File: src/rtl/assert_macros.svh
// assertion helpers for the rtl, included by value_noise_3d
`ifndef ASSERT_MACROS_SVH
`define ASSERT_MACROS_SVH

// checked on every rising edge of clock, switched off while reset is high
`define VN3_ASSERT(label, prop, msg) \
   label: assert property (@(posedge clock) disable iff (reset) (prop)) else $error(msg);

// trigger in one cycle, consequence in the next
`define VN3_ASSERT_NEXT(label, trig, prop, msg) \
   `VN3_ASSERT(label, (trig) |=> (prop), msg)

`endif

File: src/rtl/vn3_pkg.sv
package vn3_pkg;

   typedef logic [23:0] q24_type;

   typedef struct packed {
      logic [31:0] lo;
      logic [31:0] hi;
   } cell_pair_type;

   localparam logic [31:0] HASH_PX = 32'h8da6b343;
   localparam logic [31:0] HASH_PY = 32'hd8163841;
   localparam logic [31:0] HASH_PZ = 32'hcb1ab31f;
   localparam logic [31:0] HASH_M1 = 32'h7feb352d;
   localparam logic [31:0] HASH_M2 = 32'h846ca68b;

   // 3 * 2^24, the constant term of the easing polynomial
   localparam logic [25:0] EASE_K = 26'd50331648;

   // register stages from an accepted transaction to the result register
   localparam int PIPE_DEPTH = 11;

endpackage

File: src/rtl/vn3_axis_split.sv
module vn3_axis_split #(
   parameter int FRAC_BITS = 16
) (
   input  logic                  clock,
   input  logic                  en,
   input  logic [31:0]           coord,
   output vn3_pkg::cell_pair_type cells,
   output vn3_pkg::q24_type      weight
);

   localparam int PadBits = 24 - FRAC_BITS;
   localparam logic [31:0] FracMask = (32'd1 << FRAC_BITS) - 32'd1;

   vn3_pkg::cell_pair_type cells_ff;
   vn3_pkg::q24_type       t_a_ff;
   vn3_pkg::q24_type       t_b_ff;
   vn3_pkg::q24_type       t2_ff;
   vn3_pkg::q24_type       u_ff;

   logic [31:0] cell_lo;
   logic [23:0] t_in;
   logic [47:0] sq_prod;
   logic [25:0] ease_k;
   logic [49:0] ease_prod;

   function automatic logic [25:0] EASE_K_SUB(input vn3_pkg::q24_type t);
      return vn3_pkg::EASE_K - {1'b0, t, 1'b0};
   endfunction

   // floor toward minus infinity is an arithmetic shift
   assign cell_lo   = 32'($signed(coord) >>> FRAC_BITS);
   assign t_in      = 24'(coord & FracMask) << PadBits;
   assign sq_prod   = 48'(t_a_ff) * 48'(t_a_ff);
   assign ease_k    = EASE_K_SUB(t_b_ff);
   assign ease_prod = 50'(t2_ff) * 50'(ease_k);

   always_ff @(posedge clock) begin
      if (en) begin
         cells_ff.lo <= cell_lo;
         cells_ff.hi <= cell_lo + 32'd1;
         t_a_ff      <= t_in;
         t2_ff       <= sq_prod[47:24];
         t_b_ff      <= t_a_ff;
         u_ff        <= ease_prod[47:24];
      end
   end

   assign cells  = cells_ff;
   assign weight = u_ff;

endmodule

File: config.mk
export PLATFORM = sky130hd
export DESIGN_NAME = vn3_axis_split
export DESIGN_NICKNAME = d
export VERILOG_FILES = /design/src/rtl/assert_macros.svh /design/src/rtl/vn3_pkg.sv /design/src/rtl/vn3_axis_split.sv
export SDC_FILE = /design/constraint.sdc
export NUM_CORES = 2
export LEC_CHECK = 0
export ABC_AREA = 1
export BUFFER_PORTS_ARGS = -buffer_cell sky130_fd_sc_hd__buf_2
export CORE_MARGIN = 2
export CORE_UTILIZATION = 59
export DETAILED_ROUTE_END_ITERATION = 8
export PLACE_DENSITY = 0.88
export SLEW_MARGIN = 20
export SYNTH_ARGS = -nofsm -noshare
export SYNTH_HDL_FRONTEND = slang
export SYNTH_SLANG_ARGS = --single-unit
File: constraint.sdc
create_clock -name clock -period 11.6 [get_ports clock]
set_input_delay 1.74 -clock clock [delete_from_list [all_inputs] [get_ports clock]]
set_output_delay 1.74 -clock clock [all_outputs]
set_load 0.03 [all_outputs]
==> metrics.md <==
| Metric | Value |
|---|---|
| Top post-synthesis cells by area | `fa_1, edfxtp_1, inv_1` |
| Compound-Gate Fraction of Synth Area | `0.0345` |
| Async SR Flop Fraction | `0` |
| M1 GR Usage | `0.390` |
| Starting Density | `0.600` |
| Routed vias/inst | `5.48` |
| Final Critical Period | `8220 ps` |
| Crit share post-route | `0.709` |
| Post-CTS Setup Repair Bufs | `0` |
| CTS Buffer Depth | `2` |
| Detailed Route Iter0 Violations | `~2,000` |
| Fillers | `3,525` |
| Clock transition at the registers of the reported paths | `60 ps` |
| Vias after detailed routing | `20,439` |
| Max FO, Critical Path | `24` |
| CP max stage delay | `620 ps` |
| Final wirelength | `65,000 um` |
| Placed Area | `26,700 um^2` |
| Slowest CP cell | `nand2_1` |
| First-pass GRT wire length | `between 100,000 and 150,000 um` |
| Largest net degree at the start of global routing | `65` |
| Fin util | `0.632` |
| Pins over their slew limit | `0` |
| R2r setup slk | `3380 ps` |
| Final RePlAce weighted congestion | `1.02` |
| Post-synthesis sequential area ratio | `0.131` |
| GR Layer Usage met3 | `0.0766` |
| CP startpoint | `t_b_ff[8]$_DFFE_PP_` |
| Post-synthesis cell count | `~3,100` |
| Slew HR | `0.342` |
| Yosys cell types | `45` |
| FF+latch count, synth | `113` |
| DP HPWL | `around 53,000 um` |
| Vias in the first global route | `22,030` |
| HP Start | `t_a_ff[16]$_DFFE_PP_` |
| Simple-Gate Fraction of Synth Area | `0.160` |
| Fin area | `27,300 um^2` |
| Die Area | `45,600 um^2` |
| Clock root buffer | `clkbuf_16` |
| Tightest Hold Check Type | `flop to flop` |
| CP dominant cell by count | `nand2_1` |
| H-Tree Depth | `4` |
| Register area | `between 3000 and 4000 um^2` |
| IO Port Bufs | `approximately 120` |
| DRT Pass-1 Iters | `6` |
| Remaining DRCs | `0` |
| Net count, final | `3,909` |
| Post_cts resized | `0` |
| Synth cell count leaders | `inv_1, nand2_1, fa_1, nor2_1, ha_1` |
| Setup TNS | `0 ps` |
| Final hold violations | `0` |
| GRT busiest layer | `met2` |
| GRT Total Usage | `0.308` |
| I/O pin cnt | `122` |
| CP arrival | `~8400 ps` |
| Mean Syn Cell Area | `8.37 um^2` |
| Post-synth top flop | `edfxtp_1` |
| Total clock sinks | `113` |
| Ys Warns | `0` |
| CTS tree | `built` |
| Drt wl/cell | `roughly 17 um` |
| Max-Cap Viols | `0` |
| Inserted Diodes | `0` |
| ANT nets after route | `0` |
| Synth area leader | `fa_1` |
| Combinational family with the most area after synthesis | `adder cells` |
| Die Span Y | `214 um` |
| Mapped Nets | `3,871` |
| Area occupied by multi-input gates | `about 19,000 um^2` |
| Die Wd | `214 um` |
| CP endpoint kind | `flop` |
| Worst clock skew | `18.2 ps` |
| # rows | `76` |
| Critical setup path kind | `flop to flop` |
| Fmax | `122 MHz` |
| Yosys top cell area share | `0.378` |
| Origin of the critical flop-to-flop path | `t_b_ff[8]$_DFFE_PP_` |
| Total grt overflow | `0` |
| Routing usage on met2 | `0.495` |
| RSZ-0062 raised after global routing | `no` |
| Adder-Cell Fraction of Synth Area | `0.500` |
| Clock latency at the later pin of the worst-skew pair | `450 ps` |
| Initial antenna violation count | `0` |
| Multiplexer share of the synthesized area | `0.000434` |
| Xor and xnor area share after synthesis | `0.0216` |
| Total CTS buffers | `17` |
| Area Growth Syn to Fin | `5.26%` |
| Core area | `43,200 um^2` |
| Slew of the pin with the lowest slew margin | `just under 1000 ps` |
| Cell Area, Synth | `~26,000 um^2` |
| Most frequent cell after synthesis | `inv_1` |
| CP required | `11,800 ps` |
| Startpoint type of the worst setup path | `flop` |
| Layout cells sized above 1 | `0.0632` |
| Status | `complete, no violations` |
| Hold Buf Count CTS | `0` |
| Post-synth EDFFs | `113` |
| Final setup viols | `0` |
## per-layer routing
layer | up-vias | part of all wire
met5 | - | 0
met4 | 0 | 0.055
met3 | 302 | 0.11
met2 | 1222 | 0.46
met1 | 9838 | 0.37
li1 | 9077 | -
## registers in the layout, summed over array words and instances (netlist names)
signal	cells
cells	33
t2_ff	24
t_a_ff	16
t_b_ff	16
weight	24
## worst paths after layout
kind / to / cells after the start
worst min register to register: t_b_ff[16]$_DFFE_PP_ / 0
worst min-delay path: t_b_ff[16]$_DFFE_PP_ / 0
worst max-delay path: weight[21]$_DFFE_PP_ / 30
worst max register to register: weight[21]$_DFFE_PP_ / 30
## layout by cell type, fill, tap and decap left out, drive strengths merged
master / synthesis / routed
nand3b: 8 / 8
o21a: 2 / 2
a21boi: 2 / 2
clkinvlp: 0 / 4
nand4: 8 / 8
mux2: 1 / 1
clkbuf: 61 / 17
nor3: 17 / 17
a31oi: 7 / 7
and2: 2 / 2
inv: 891 / 896
nand2: 557 / 557
nor3b: 1 / 1
xnor2: 16 / 16
xor2: 47 / 47
nor2: 326 / 326
or2: 7 / 7
nor4: 4 / 4
buf: 50 / 130
nand3: 77 / 77
ha: 251 / 251
o21bai: 12 / 12
and3: 3 / 3
o21ai: 38 / 38
fa: 490 / 490
edfxtp: 113 / 113
a211oi: 3 / 3
o211ai: 3 / 3
a21oi: 72 / 72
a21o: 17 / 17
clkinv: 10 / 16
## logic make-up (layout without fill, tap and decap cells)
group | after synthesis | in the layout
AOI/OAI and AO/OA | 156 | 156
muxes | 1 | 1
DFF | 113 | 113
adders and majority gates | 741 | 741
and+or+nand+nor | 1010 | 1010
xor gates and xnor gates | 63 | 63
buffers and inverters | 1012 | 1063
## through the flow
stage | worst slack (ps) | cells | hold slack (ps)
after floorplan | 4910 | 3096 | 421
after global placement | 3870 | 3700 | 741
after detailed placement | 3660 | 3700 | 743
after CTS | 3610 | 3732 | 764
after global routing | 3010 | 3732 | 796
final | 3380 | 3732 | 766
## final cells by class
| type | instances | area share |
|---|---|---|
| Inverter | 901 | 0.124 |
| Multi-Input combinational cell | 1971 | 0.680 |
| Tap cell | 585 | 0.0268 |
| Clock buffer | 17 | 0.0156 |
| Timing Repair Buffer | 130 | 0.0248 |
| Clock inverter | 15 | 0.00399 |
| Sequential cell | 113 | 0.124 |
## critical path, delay by kind of cell, from the launching register on
| kind | cells | cell delay, ps |
|---|---|---|
| compound gates | 3 | 580 |
| fa+ha+maj | 9 | 4050 |
| buf+inv | 6 | 1050 |
| flops | 1 | 340 |
| simple gates | 12 | 1950 |
Power is left out: the tool's default activity adds up to more than one toggle a clock period on the data nets, which glitch-free logic cannot reach.
